### src/rtl/vrdc_pkg.sv
// Shared types, codes and the microcode program of the vault request splitter.
`timescale 1ns / 1ps

package vrdc_pkg;

	// Request kinds carried in the input word's tuser
	localparam logic [2:0] FN_WR   = 3'd0;
	localparam logic [2:0] FN_PWR  = 3'd1;
	localparam logic [2:0] FN_RD   = 3'd2;
	localparam logic [2:0] FN_ATM  = 3'd3;
	localparam logic [2:0] FN_PATM = 3'd4;

	// Access granule: one read or write command moves 32 bytes
	localparam int GRAIN_SHIFT = 5;
	localparam logic [9:0] GRAIN_ROUND = 10'd31;

	localparam int IN_DATA_W  = 72;
	localparam int OUT_DATA_W = 64;

	typedef enum logic [1:0] {
		ST_OK   = 2'd0,
		ST_FULL = 2'd1,
		ST_BAD  = 2'd2
	} status_t;

	typedef enum logic [2:0] {
		CMD_ACT = 3'd0,
		CMD_RD  = 3'd1,
		CMD_RDP = 3'd2,
		CMD_WR  = 3'd3,
		CMD_WRP = 3'd4
	} cmd_kind_t;

	typedef enum logic [1:0] {
		EMIT_NONE   = 2'd0,
		EMIT_STATUS = 2'd1,
		EMIT_ACT    = 2'd2,
		EMIT_ACC    = 2'd3
	} emit_t;

	typedef enum logic [2:0] {
		COND_ALWAYS    = 3'd0,
		COND_NO_INPUT  = 3'd1,
		COND_REJECT    = 3'd2,
		COND_NO_ACCESS = 3'd3,
		COND_MORE      = 3'd4
	} cond_t;

	typedef logic [2:0] step_t;

	localparam step_t STEP_IDLE   = 3'd0;
	localparam step_t STEP_CHECK  = 3'd1;
	localparam step_t STEP_ACT    = 3'd2;
	localparam step_t STEP_STATUS = 3'd3;
	localparam step_t STEP_ACC    = 3'd4;

	// One control word: take true branch to tgt, else go to nxt
	typedef struct packed {
		logic  accept;
		emit_t emit;
		cond_t cond;
		step_t tgt;
		step_t nxt;
	} ctl_t;

	// Datapath conditions seen by the sequencer
	typedef struct packed {
		logic in_valid;
		logic reject;
		logic no_access;
		logic more;
		logic out_free;
	} flags_t;

	function automatic ctl_t ucode(input step_t s);
		ctl_t w;
		w = '{accept: 1'b0, emit: EMIT_NONE, cond: COND_ALWAYS,
			tgt: STEP_IDLE, nxt: STEP_IDLE};
		case (s)
			STEP_IDLE:   w = '{accept: 1'b1, emit: EMIT_NONE, cond: COND_NO_INPUT,
				tgt: STEP_IDLE, nxt: STEP_CHECK};
			STEP_CHECK:  w = '{accept: 1'b0, emit: EMIT_NONE, cond: COND_REJECT,
				tgt: STEP_STATUS, nxt: STEP_ACT};
			STEP_ACT:    w = '{accept: 1'b0, emit: EMIT_ACT, cond: COND_NO_ACCESS,
				tgt: STEP_IDLE, nxt: STEP_ACC};
			STEP_STATUS: w = '{accept: 1'b0, emit: EMIT_STATUS, cond: COND_ALWAYS,
				tgt: STEP_IDLE, nxt: STEP_IDLE};
			STEP_ACC:    w = '{accept: 1'b0, emit: EMIT_ACC, cond: COND_MORE,
				tgt: STEP_ACC, nxt: STEP_IDLE};
			default:     w = '{accept: 1'b0, emit: EMIT_NONE, cond: COND_ALWAYS,
				tgt: STEP_IDLE, nxt: STEP_IDLE};
		endcase
		return w;
	endfunction

endpackage

### src/rtl/vrdc_useq.sv
// Microcode sequencer: step counter, control store lookup and two-way branch.
`timescale 1ns / 1ps

module vrdc_useq (
	input  logic             clk,
	input  logic             arst_n,
	input  vrdc_pkg::flags_t flags,
	output vrdc_pkg::ctl_t   ctl,
	output logic             go,
	output vrdc_pkg::step_t  step
);
	import vrdc_pkg::*;

	step_t step_q;
	step_t step_d;
	logic  cond_hit;

	always_comb begin
		ctl = ucode(step_q);
	end

	// hold the step while its word is waiting for the output register
	assign go = (ctl.emit == EMIT_NONE) || flags.out_free;

	always_comb begin
		case (ctl.cond)
			COND_ALWAYS:    cond_hit = 1'b1;
			COND_NO_INPUT:  cond_hit = !flags.in_valid;
			COND_REJECT:    cond_hit = flags.reject;
			COND_NO_ACCESS: cond_hit = flags.no_access;
			COND_MORE:      cond_hit = flags.more;
			default:        cond_hit = 1'b1;
		endcase
	end

	always_comb begin
		step_d = step_q;
		if (go) begin
			step_d = cond_hit ? ctl.tgt : ctl.nxt;
		end
	end

	always_ff @(posedge clk or negedge arst_n) begin
		if (!arst_n) begin
			step_q <= STEP_IDLE;
		end else begin
			step_q <= step_d;
		end
	end

	assign step = step_q;

endmodule

### src/rtl/vrdc_dpath.sv
// Datapath: request capture, address map, access counter and output register.
`timescale 1ns / 1ps

module vrdc_dpath #(
	parameter int MAX_BLOCK_BYTES   = 128,
	parameter int VAULT_COUNT       = 32,
	parameter int BANK_COUNT        = 16,
	parameter int COLUMN_COUNT      = 1024,
	parameter int ROW_COUNT         = 32768,
	parameter int MAX_REQUEST_BYTES = 256
) (
	input  logic                                clk,
	input  logic                                arst_n,
	input  vrdc_pkg::ctl_t                      ctl,
	input  logic                                go,
	input  logic                                s_tvalid,
	input  logic [vrdc_pkg::IN_DATA_W-1:0]      s_tdata,
	input  logic [2:0]                          s_tuser,
	input  logic                                m_tready,
	input  logic                                cfg_we,
	input  logic                                cfg_wdata,
	output vrdc_pkg::flags_t                    flags,
	output logic                                m_tvalid,
	output logic [vrdc_pkg::OUT_DATA_W-1:0]     m_tdata,
	output logic [4:0]                          m_tuser,
	output logic                                m_tlast
);
	import vrdc_pkg::*;

	localparam int LG_MB = $clog2(MAX_BLOCK_BYTES);
	localparam int LG_VC = $clog2(VAULT_COUNT);
	localparam int LG_BC = $clog2(BANK_COUNT);
	localparam int LG_CC = $clog2(COLUMN_COUNT);
	localparam int SH_BANK = LG_MB + LG_VC;
	localparam int SH_COL  = SH_BANK + LG_BC;
	localparam int SH_ROW  = SH_COL + ((LG_CC > LG_MB) ? (LG_CC - LG_MB) : 0);
	localparam logic [33:0] BANK_MASK = 34'(BANK_COUNT - 1);
	localparam logic [33:0] COL_MASK  = 34'((COLUMN_COUNT - 1) >> LG_MB);
	localparam logic [33:0] ROW_MASK  = 34'(ROW_COUNT - 1);
	localparam logic [8:0]  SIZE_MAX  = 9'(MAX_REQUEST_BYTES);

	// input word fields
	logic [5:0]  in_op;
	logic [33:0] in_addr;
	logic [8:0]  in_size;
	logic [10:0] in_tag;
	logic [6:0]  in_free;

	assign in_op   = s_tdata[5:0];
	assign in_addr = s_tdata[39:6];
	assign in_size = s_tdata[48:40];
	assign in_tag  = s_tdata[59:49];
	assign in_free = s_tdata[66:60];

	logic [8:0] sat_size;
	logic [3:0] n_acc;
	logic [3:0] bank_d;
	logic [9:0] col_d;
	logic [14:0] row_d;
	logic [33:0] col_blk;

	always_comb begin
		sat_size = (in_size > SIZE_MAX) ? SIZE_MAX : in_size;
		n_acc    = 4'((10'(sat_size) + GRAIN_ROUND) >> GRAIN_SHIFT);
		bank_d   = 4'((in_addr >> SH_BANK) & BANK_MASK);
		col_blk  = (in_addr >> SH_COL) & COL_MASK;
		col_d    = 10'(col_blk << LG_MB);
		row_d    = 15'((in_addr >> SH_ROW) & ROW_MASK);
	end

	// captured request
	logic [5:0]  op_q;
	logic [10:0] tag_q;
	logic [3:0]  bank_q;
	logic [9:0]  col_q;
	logic [14:0] row_q;
	logic [8:0]  size_q;
	logic [3:0]  n_q;
	logic [3:0]  idx_q;
	logic        invalid_q;
	logic        full_q;
	logic        write_q;
	logic        posted_q;
	logic        atomic_q;
	logic        keep_rows_q;

	logic load;
	logic fire;
	logic last;

	assign load = ctl.accept && s_tvalid;
	assign fire = go && (ctl.emit != EMIT_NONE);
	assign last = ((idx_q + 4'd1) == n_q);

	always_ff @(posedge clk) begin
		if (load) begin
			op_q      <= in_op;
			tag_q     <= in_tag;
			bank_q    <= bank_d;
			col_q     <= col_d;
			row_q     <= row_d;
			size_q    <= sat_size;
			n_q       <= n_acc;
			invalid_q <= (s_tuser > FN_PATM);
			full_q    <= (in_free < (7'(n_acc) + 7'd1));
			write_q   <= (s_tuser == FN_WR) || (s_tuser == FN_PWR);
			posted_q  <= (s_tuser == FN_PWR) || (s_tuser == FN_PATM);
			atomic_q  <= (s_tuser == FN_ATM) || (s_tuser == FN_PATM);
		end
		if (load) begin
			idx_q <= '0;
		end else if (fire && (ctl.emit == EMIT_ACC)) begin
			idx_q <= idx_q + 4'd1;
		end
	end

	always_ff @(posedge clk or negedge arst_n) begin
		if (!arst_n) begin
			keep_rows_q <= 1'b1;
		end else if (cfg_we) begin
			keep_rows_q <= cfg_wdata;
		end
	end

	// result word assembled from the current control word
	status_t   st_d;
	cmd_kind_t kind_d;
	logic [8:0] osize_d;
	logic posted_d;
	logic atomic_d;
	logic lacc_d;
	logic lrun_d;
	logic pre;

	always_comb begin
		pre      = last && !atomic_q && !keep_rows_q;
		st_d     = ST_OK;
		kind_d   = CMD_ACT;
		osize_d  = '0;
		posted_d = 1'b0;
		atomic_d = 1'b0;
		lacc_d   = 1'b0;
		lrun_d   = 1'b1;
		case (ctl.emit)
			EMIT_STATUS: begin
				st_d = invalid_q ? ST_BAD : ST_FULL;
			end
			EMIT_ACT: begin
				atomic_d = atomic_q;
				lacc_d   = 1'b1;
				lrun_d   = (n_q == 4'd0);
			end
			EMIT_ACC: begin
				if (write_q) begin
					kind_d = pre ? CMD_WRP : CMD_WR;
				end else begin
					kind_d = pre ? CMD_RDP : CMD_RD;
				end
				osize_d  = size_q;
				posted_d = posted_q;
				atomic_d = atomic_q;
				lacc_d   = last;
				lrun_d   = last;
			end
			default: begin
				st_d = ST_OK;
			end
		endcase
	end

	logic                  m_tvalid_q;
	logic [OUT_DATA_W-1:0] m_tdata_q;
	logic [4:0]            m_tuser_q;
	logic                  m_tlast_q;

	always_ff @(posedge clk or negedge arst_n) begin
		if (!arst_n) begin
			m_tvalid_q <= 1'b0;
		end else if (fire) begin
			m_tvalid_q <= 1'b1;
		end else if (m_tready) begin
			m_tvalid_q <= 1'b0;
		end
	end

	always_ff @(posedge clk) begin
		if (fire) begin
			m_tdata_q <= {6'd0, op_q, lacc_d, atomic_d, posted_d, osize_d,
				row_q, col_q, bank_q, tag_q};
			m_tuser_q <= {kind_d, st_d};
			m_tlast_q <= lrun_d;
		end
	end

	assign m_tvalid = m_tvalid_q;
	assign m_tdata  = m_tdata_q;
	assign m_tuser  = m_tuser_q;
	assign m_tlast  = m_tlast_q;

	assign flags = '{in_valid: s_tvalid, reject: invalid_q || full_q,
		no_access: (n_q == 4'd0), more: !last,
		out_free: !m_tvalid_q || m_tready};

endmodule

### src/rtl/vault_request_to_dram_commands.sv
// Top level of the vault request to DRAM command splitter.
`timescale 1ns / 1ps

// Takes one memory request word, maps its address to bank, column and row,
// and either emits one status word (invalid kind, or too little room in the
// bank queue for ceil(size/32)+1 commands) or an ACTIVATE followed by
// ceil(size/32) read or write commands, one result word per command, the
// final one marked with tlast. Sizes above the request limit are clamped.
// A small microcode sequencer walks through capture, check, activate and an
// access loop; each step that emits a word advances only when the output
// register is free. A 256-byte request yields an activate plus eight
// accesses. The output register lets the next request be captured while the
// final word of the previous one still waits for m_tready. keep_rows (reset
// 1) selects open-page mode; clear it to auto-precharge the last access of
// non-atomic requests. Write it only while the block is idle.
module vault_request_to_dram_commands #(
	parameter int MAX_BLOCK_BYTES   = 128,
	parameter int VAULT_COUNT       = 32,
	parameter int BANK_COUNT        = 16,
	parameter int COLUMN_COUNT      = 1024,
	parameter int ROW_COUNT         = 32768,
	parameter int MAX_REQUEST_BYTES = 256
) (
	input  logic        clk,
	input  logic        arst_n,
	input  logic        s_tvalid,
	output logic        s_tready,
	// atomic_op[5:0], address[39:6], data_size[48:40], tag[59:49],
	// bank_queue_free[66:60], zero fill up to 71
	input  logic [71:0] s_tdata,
	// func[2:0]
	input  logic [2:0]  s_tuser,
	output logic        m_tvalid,
	input  logic        m_tready,
	// cmd_tag[10:0], bank[14:11], column[24:15], row[39:25], cmd_size[48:40],
	// posted[49], atomic[50], last_access[51], op_code[57:52], zero fill
	output logic [63:0] m_tdata,
	// status[1:0], cmd_kind[4:2]
	output logic [4:0]  m_tuser,
	// last_of_run
	output logic        m_tlast,
	input  logic        cfg_we,
	// keep_rows
	input  logic        cfg_wdata
);
	import vrdc_pkg::*;

	ctl_t   ctl;
	flags_t flags;
	step_t  step;
	logic   go;

	// sequencer: one control word per step drives the datapath
	vrdc_useq u_useq (
		.clk    (clk),
		.arst_n (arst_n),
		.flags  (flags),
		.ctl    (ctl),
		.go     (go),
		.step   (step)
	);

	// datapath: capture, map, count accesses, hold the outgoing word
	vrdc_dpath #(
		.MAX_BLOCK_BYTES   (MAX_BLOCK_BYTES),
		.VAULT_COUNT       (VAULT_COUNT),
		.BANK_COUNT        (BANK_COUNT),
		.COLUMN_COUNT      (COLUMN_COUNT),
		.ROW_COUNT         (ROW_COUNT),
		.MAX_REQUEST_BYTES (MAX_REQUEST_BYTES)
	) u_dpath (
		.clk       (clk),
		.arst_n    (arst_n),
		.ctl       (ctl),
		.go        (go),
		.s_tvalid  (s_tvalid),
		.s_tdata   (s_tdata),
		.s_tuser   (s_tuser),
		.m_tready  (m_tready),
		.cfg_we    (cfg_we),
		.cfg_wdata (cfg_wdata),
		.flags     (flags),
		.m_tvalid  (m_tvalid),
		.m_tdata   (m_tdata),
		.m_tuser   (m_tuser),
		.m_tlast   (m_tlast)
	);

	// only the capture step takes a request word
	assign s_tready = ctl.accept;

	// a status word always closes its run
	a_status_last: assert property (@(posedge clk) disable iff (!arst_n)
		(m_tvalid && (m_tuser[1:0] != ST_OK)) |-> m_tlast)
		else $error("status word without tlast");

	// a captured request is checked in the very next cycle
	a_capture_check: assert property (@(posedge clk) disable iff (!arst_n)
		(s_tvalid && s_tready) |=> (step == STEP_CHECK))
		else $error("captured request not checked next");

	// an activate word on the output always carries last_access
	a_act_flag: assert property (@(posedge clk) disable iff (!arst_n)
		(m_tvalid && (m_tuser[1:0] == ST_OK) && (m_tuser[4:2] == CMD_ACT))
			|-> m_tdata[51])
		else $error("activate without last_access");

endmodule
### config.mk
export PLATFORM = sky130hd
export DESIGN_NAME = vault_request_to_dram_commands
export DESIGN_NICKNAME = d
export VERILOG_FILES = /design/src/rtl/vrdc_pkg.sv /design/src/rtl/vrdc_useq.sv /design/src/rtl/vrdc_dpath.sv /design/src/rtl/vault_request_to_dram_commands.sv
export SDC_FILE = /design/constraint.sdc
export NUM_CORES = 1
export LEC_CHECK = 0
export BUFFER_PORTS_ARGS = -buffer_cell sky130_fd_sc_hd__buf_4
export CAP_MARGIN = 20
export CORE_UTILIZATION = 54
export CTS_CLUSTER_SIZE = 30
export DETAILED_ROUTE_END_ITERATION = 16
export GPL_TIMING_DRIVEN = 0
export PLACE_DENSITY = 0.85
export REMOVE_ABC_BUFFERS = 1
export SLEW_MARGIN = 15
export SYNTH_ARGS = -nofsm -noshare
export SYNTH_HDL_FRONTEND = slang
export SYNTH_HIERARCHICAL = 1
export SYNTH_SLANG_ARGS = --single-unit
### constraint.sdc
create_clock -name clk -period 9.1 [get_ports clk]
set_clock_uncertainty 0.1 [all_clocks]
set_input_delay 0.455 -clock clk [delete_from_list [all_inputs] [get_ports clk]]
set_output_delay 0.455 -clock clk [all_outputs]
set_load 0.01 [all_outputs]
==> results of run 1 <==
[per-stage QoR]
stage / util / area [µm²] / cells / power, mW / setup WS, ps
6_report: 0.753 / 6180 / 516 / 2.19 / 6340
3_3_place_gp: 0.670 / 5500 / 478 / 1.51 / 5210
2_1_floorplan: - / 4460 / 251 / 1.23 / 6040
5_1_grt: 0.753 / 6180 / 516 / 2.28 / 6160
3_5_place_dp: 0.671 / 5510 / 478 / 1.53 / 6140
4_1_cts: 0.744 / 6120 / 509 / 2.20 / 6260
[what timing repair did]
action / 4_1_cts / 5_1_grt
hold endpoints to repair: 5 / 6
endpoints found under the setup margin: 0 / 0
buffers inserted: 0 / 0
hold buffers: 1 / 6
[cell type report]
type,count,area [µm²],area share
clock buffer,17,414,0.0670
clock inverter,13,178,0.0287
inverter,6,22.5,0.00364
multi-input combinational,122,815,0.132
sequential,123,3630,0.587
tap,105,131,0.0212
timing repair buffer,130,993,0.161
[flip-flops by register name, summed over array words and instances, names as in the netlist]
register,cells
u_dpath/m_tdata,51
u_dpath/row_q,15
u_dpath/tag_q,11
u_dpath/size_q,9
u_dpath/op_q,6
u_dpath/m_tuser,5
u_dpath/bank_q,4
u_dpath/idx_q,4
u_dpath/n_q,4
u_dpath/col_q,3
u_useq/step,3
u_dpath/atomic_q,1
u_dpath/full_q,1
u_dpath/invalid_q,1
u_dpath/keep_rows_q,1
u_dpath/m_tlast,1
u_dpath/m_tvalid,1
u_dpath/posted_q,1
u_dpath/write_q,1
[layout by cell type (no fill, tap or decap), types with 3 or more instances in the layout]
| cell type | instances |
|---|---|
| a21oi_1 | 6 |
| a31oi_1 | 3 |
| and3_1 | 10 |
| buf_4 | 123 |
| bufinv_16 | 4 |
| clkbuf_16 | 16 |
| clkinv_2 | 3 |
| clkinvlp_4 | 4 |
| conb_1 | 14 |
| dfrtp_1 | 4 |
| dfxtp_1 | 4 |
| dlygate4sd3_1 | 7 |
| edfxtp_1 | 114 |
| ha_1 | 6 |
| inv_1 | 6 |
| mux2i_1 | 3 |
| nand2_1 | 8 |
| nand2b_1 | 6 |
| nand3_1 | 3 |
| nor2_1 | 9 |
| nor2b_1 | 5 |
| nor3_1 | 5 |
| xnor2_1 | 7 |
| xor2_1 | 4 |
[power groups by stage]
| stage | Sequential, mW | Clock, mW | Combinational (mW) |
|---|---|---|---|
| after floorplan | 1.05 | 0 | 0.174 |
| after global placement | 0.987 | 0 | 0.521 |
| after detailed placement | 0.985 | 0 | 0.543 |
| after CTS | 0.980 | 0.673 | 0.547 |
| after global routing | 0.996 | 0.695 | 0.590 |
| final | 0.977 | 0.662 | 0.546 |
[final timing paths]
check,cells past startpoint,end,slack [ps]
max in group asynchronous,2,u_dpath/keep_rows_q$_DFFE_PN1P_,8510
min,1,u_dpath/col_q[7]$_DFFE_PP_,30
min reg2reg,0,u_dpath/m_tdata[26]$_DFFE_PP_,310
max reg2reg,5,u_dpath/m_tdata[8]$_DFFE_PP_,6340
max,5,u_dpath/m_tdata[8]$_DFFE_PP_,6340
min in group asynchronous,2,u_useq/step[2]$_DFFE_PN0P_,200
[per-layer routing]
metal / part of all wire / vias to the layer above
met5: 0 / -
met4: 0.015 / 0
met3: 0.062 / 13
met2: 0.54 / 112
met1: 0.38 / 1263
li1: - / 1226
==> flow_metrics.tcl, run 1 <==
set metrics [dict create \
    drv_cap 0 \
    ir_worst_vdd_mv 0.201 \
    met1_usage 0.207 \
    core-area_mm2 0.00822 \
    p_sw_mw 0.613 \
    clkTransAtPathRegs_ps 60 \
    synth_area_per_cell_um2 17.4 \
    drive_above_1_share 0.394 \
    timing.hold.ws_ps 31.3 \
    gp_congestion 0.907 \
    portBuffers 122 \
    startpoint "u_useq/step[1]$_DFFE_PN0P_" \
    grt_use_met3 0.0728 \
    cts_made_buffers 17 \
    worstMarginPinSlew_ps 830 \
    critPathMaxStageDelay_ps 670 \
    comb_power_share 0.250 \
    hold_path_class "in2reg" \
    leakage_nw 2.47 \
    antenna_found_initial 0 \
    cell_internal_pwr_mw 1.57 \
    crit_path_start_kind "flip-flop" \
    setup_viol 0 \
    path_cells "inv_1, nand2_1, a21oi_1, buf_4, o21a_4" \
    cts_root_buffer "clkbuf_8" \
    cts_tree "done" \
    overflow 0 \
    syn_to_final_growth_pct 35.3 \
    insertion_delay_ps 500 \
    layout_min_cycle_time_ps 2760 \
    worst-path-buf-inv 2 \
    start_util 0.556 \
    grt_max_degree 62 \
    worstPathArrival_ps 2780 \
    grt-busiest-layer "met2" \
    ant_nets 0 \
    crit_fanout 58 \
    diodes 0 \
    syn-instance-count 262 \
    synth_warnings 6 \
    crit_type "reg2reg" \
    postCtsResizedCells 0 \
    htreeDepth 4 \
    drv_slew 0 \
    fmax_ghz 0.362 \
    route.detailed.drc 0 \
    rsz0062_at_grt "no" \
    hold_start "s_tdata[22]" \
    io_pins 153 \
    first_iter_violations 98 \
    p_seq_frac 0.447 \
    drt_pre_antenna_iters 4 \
    cts_buffer_depth 2 \
    pwr-share-clk 0.303 \
    rows 33 \
    die_h_um 94 \
    crit_path_top_delay_cell "o21a_4" \
    grt_pass1_vias 2574 \
    use_met2 0.349 \
    grt_pass1_wl_um 12400 \
    wl_um 8380 \
    fin_crit_sh 0.303 \
    cts.sinks 123 \
    cp_data_required_time_ps 9120 \
    relSlewSlack 0.447 \
    fin_nets 487 \
    status "finished, final reports clean" \
    num_vias 2614 \
    grtUsageTotal 0.197 \
    hold_viol_final 0 \
    mappedNetlistArea_mm2 0.00457 \
    p_sw_frac 0.280 \
    end_kind "flip-flop" \
    die_w_um 94 \
    pwr_density_cell_mw_per_mm2 354 \
    fp.dieArea_mm2 0.00884 \
    drt-wirelength-per-cell_um 16.2 \
    rr_startpoint "u_useq/step[1]$_DFFE_PN0P_" \
    vias_per_cell 5.07 \
    nFillCells 484 \
    place_hpwl_um 5290 \
    fin_tns_setup_ps 0 \
    crit_family "compound AO/OA/AOI/OAI gates" \
]
(Power assumes the default switching activity.)
==> run 2: changes to the inputs <==
ABC_AREA = 1   (was default)
CORE_UTILIZATION = 50   (was 54)
PLACE_DENSITY = 0.79   (was 0.85)
clock period = 2.6 ns   (was 9.1 ns; I/O delays follow)
==> run 2 against run 1 <==
Total power grew to 3.9 times the previous value. Register-to-register slack worse by 6000 ps. Largest cell class unchanged. Critical path depth is 12 higher. Wire length grew 20%. Area after synthesis grew 2.6%. Clock power increased to 4.0 times the previous value. Critical endpoint is now u_dpath/full_q$_DFFE_PP_. Hold slack gained 21 ps. Final area is 14% higher.
==> flow_metrics.tcl, run 2 <==
set metrics [dict create \
    cts_made_buffers 17 \
    comb_power_share 0.279 \
    largest_reg_flops 51 \
    mappedNetlistArea_mm2 0.00469 \
    drv_cap 0 \
    start_util 0.527 \
    htreeDepth 4 \
    grt_max_degree 39 \
    crit_fanout 5 \
    mostFrequentLayoutCells "buf_4, edfxtp_1, dlygate4sd3_1" \
    final_common_cell "buf_4" \
    syn_to_final_growth_pct 50.5 \
    p_sw_frac 0.297 \
    die_w_um 98.8 \
    final_area_mm2 0.00706 \
    ant_nets 0 \
    cp_data_required_time_ps 2750 \
    cell_internal_pwr_mw 6.03 \
    synth_warnings 6 \
    crit_path_start_kind "input pin" \
    fin_crit_sh 0.955 \
    dp.cells 559 \
    final_core_util 0.794 \
    place_hpwl_um 5800 \
    hold_start "s_tdata[65]" \
    layout_min_cycle_time_ps 2480 \
    antenna_found_initial 0 \
    worstPathArrival_ps 2640 \
    hold_viol_final 0 \
    drv_slew 0 \
    synth_area_per_cell_um2 14.1 \
    hold_path_class "in2reg" \
    drive_above_1_share 0.332 \
    rows 34 \
    stdcell_count 656 \
    fin_nets 622 \
    dpl_cell_area_mm2 0.00570 \
    cts.sinks 123 \
    core-area_mm2 0.00889 \
    p_sw_mw 2.55 \
    status "finished, final reports clean" \
    vias_per_cell 4.80 \
    die_h_um 98.8 \
    route.detailed.drc 0 \
    grt_pass1_wl_um 15700 \
    cts_root_buffer "clkbuf_8" \
    grt_pass1_vias 3267 \
    crit_type "in2reg" \
    overflow 0 \
    p_seq_frac 0.414 \
    drt-wirelength-per-cell_um 15.3 \
    fp.dieArea_mm2 0.00977 \
    portBuffers 122 \
    grtUsageTotal 0.217 \
    cts_tree "done" \
    wl_um 10100 \
    timing.hold.ws_ps 52.4 \
    drt_pre_antenna_iters 4 \
    fmax_ghz 0.403 \
    io_pins 153 \
    setup_viol 0 \
    startpoint "s_tdata[42]" \
    num_vias 3152 \
    leakage_nw 3.06 \
    syn-instance-count 332 \
    insertion_delay_ps 500 \
    first_iter_violations 165 \
    cts_buffer_depth 2 \
    pwr_density_cell_mw_per_mm2 1220 \
    clkTransAtPathRegs_ps 60 \
    gp_congestion 0.797 \
    ir_worst_vdd_mv 0.791 \
    rr_startpoint "u_useq/step[0]$_DFFE_PN0P_" \
    diodes 0 \
    pwr-share-clk 0.307 \
    end_kind "flip-flop" \
]
## run 2: layout make-up
| type | instances | area, µm² |
|---|---|---|
| Clock inverter | 13 | 239 |
| Inverter | 45 | 169 |
| Tap cell | 108 | 135 |
| Fill cell | 471 | 1830 |
| Clock buffer | 19 | 432 |
| Multi-Input combinational cell | 159 | 851 |
| Sequential cell | 123 | 3630 |
| Timing Repair Buffer | 189 | 1600 |
## run 2: worst max-delay path, cell delays in order
cell           delay (ps)
dlygate4sd3_1         540
buf_4                 150
o21ai_2               180
o21ai_1               100
a31oi_2               200
inv_1                  80
nand2_2               110
nand2_1                80
inv_1                  90
ha_1                  160
xnor3_1               260
ha_4                  290
nand2_1                50
inv_1                  40
nand2_1                40
nand2_1                80
a21oi_2                60
## run 2: final timing paths
path                                                    to  slack, ps  cells past startpoint
max                               u_dpath/full_q$_DFFE_PP_        120                     17
min                               u_dpath/full_q$_DFFE_PP_         50                      4
max reg2reg                  u_dpath/m_tdata[25]$_DFFE_PP_        390                      9
min reg2reg                  u_dpath/m_tdata[29]$_DFFE_PP_        320                      0
max in group asynchronous       u_useq/step[1]$_DFFE_PN0P_       1210                      4
min in group asynchronous  u_dpath/keep_rows_q$_DFFE_PN1P_        570                      3
## run 2: through the flow
step / worst slack [ps] / power (mW) / TNS (ps)
2_1_floorplan: -75.6 / 4.66 / -4310
3_3_place_gp: -474 / 5.50 / -52640
3_5_place_dp: 45.1 / 5.83 / 0
4_1_cts: 23.5 / 8.54 / 0
5_1_grt: -42.1 / 8.98 / -42.1
6_report: 117 / 8.58 / 0
## run 2: what timing repair did
item	in CTS	in global routing
buffers inserted	0	1
endpoints found under the hold margin	67	0
gates resized for setup	0	8
setup endpoints to repair	0	1
hold buffers	64	0
## run 2: per-layer routing
layer	wire, µm	track usage
met1	3720	0.231
met2	5490	0.403
met3	643	0.0574
met4	201	0.0953
met5	0	0
## run 2: power by group through the flow
stage,Combinational (mW),Clock (mW),Sequential (mW)
5_1_grt,2.59,2.77,3.62
6_report,2.40,2.63,3.55
4_1_cts,2.36,2.66,3.52
3_3_place_gp,2.00,0,3.50
2_1_floorplan,0.850,0,3.81
3_5_place_dp,2.28,0,3.55
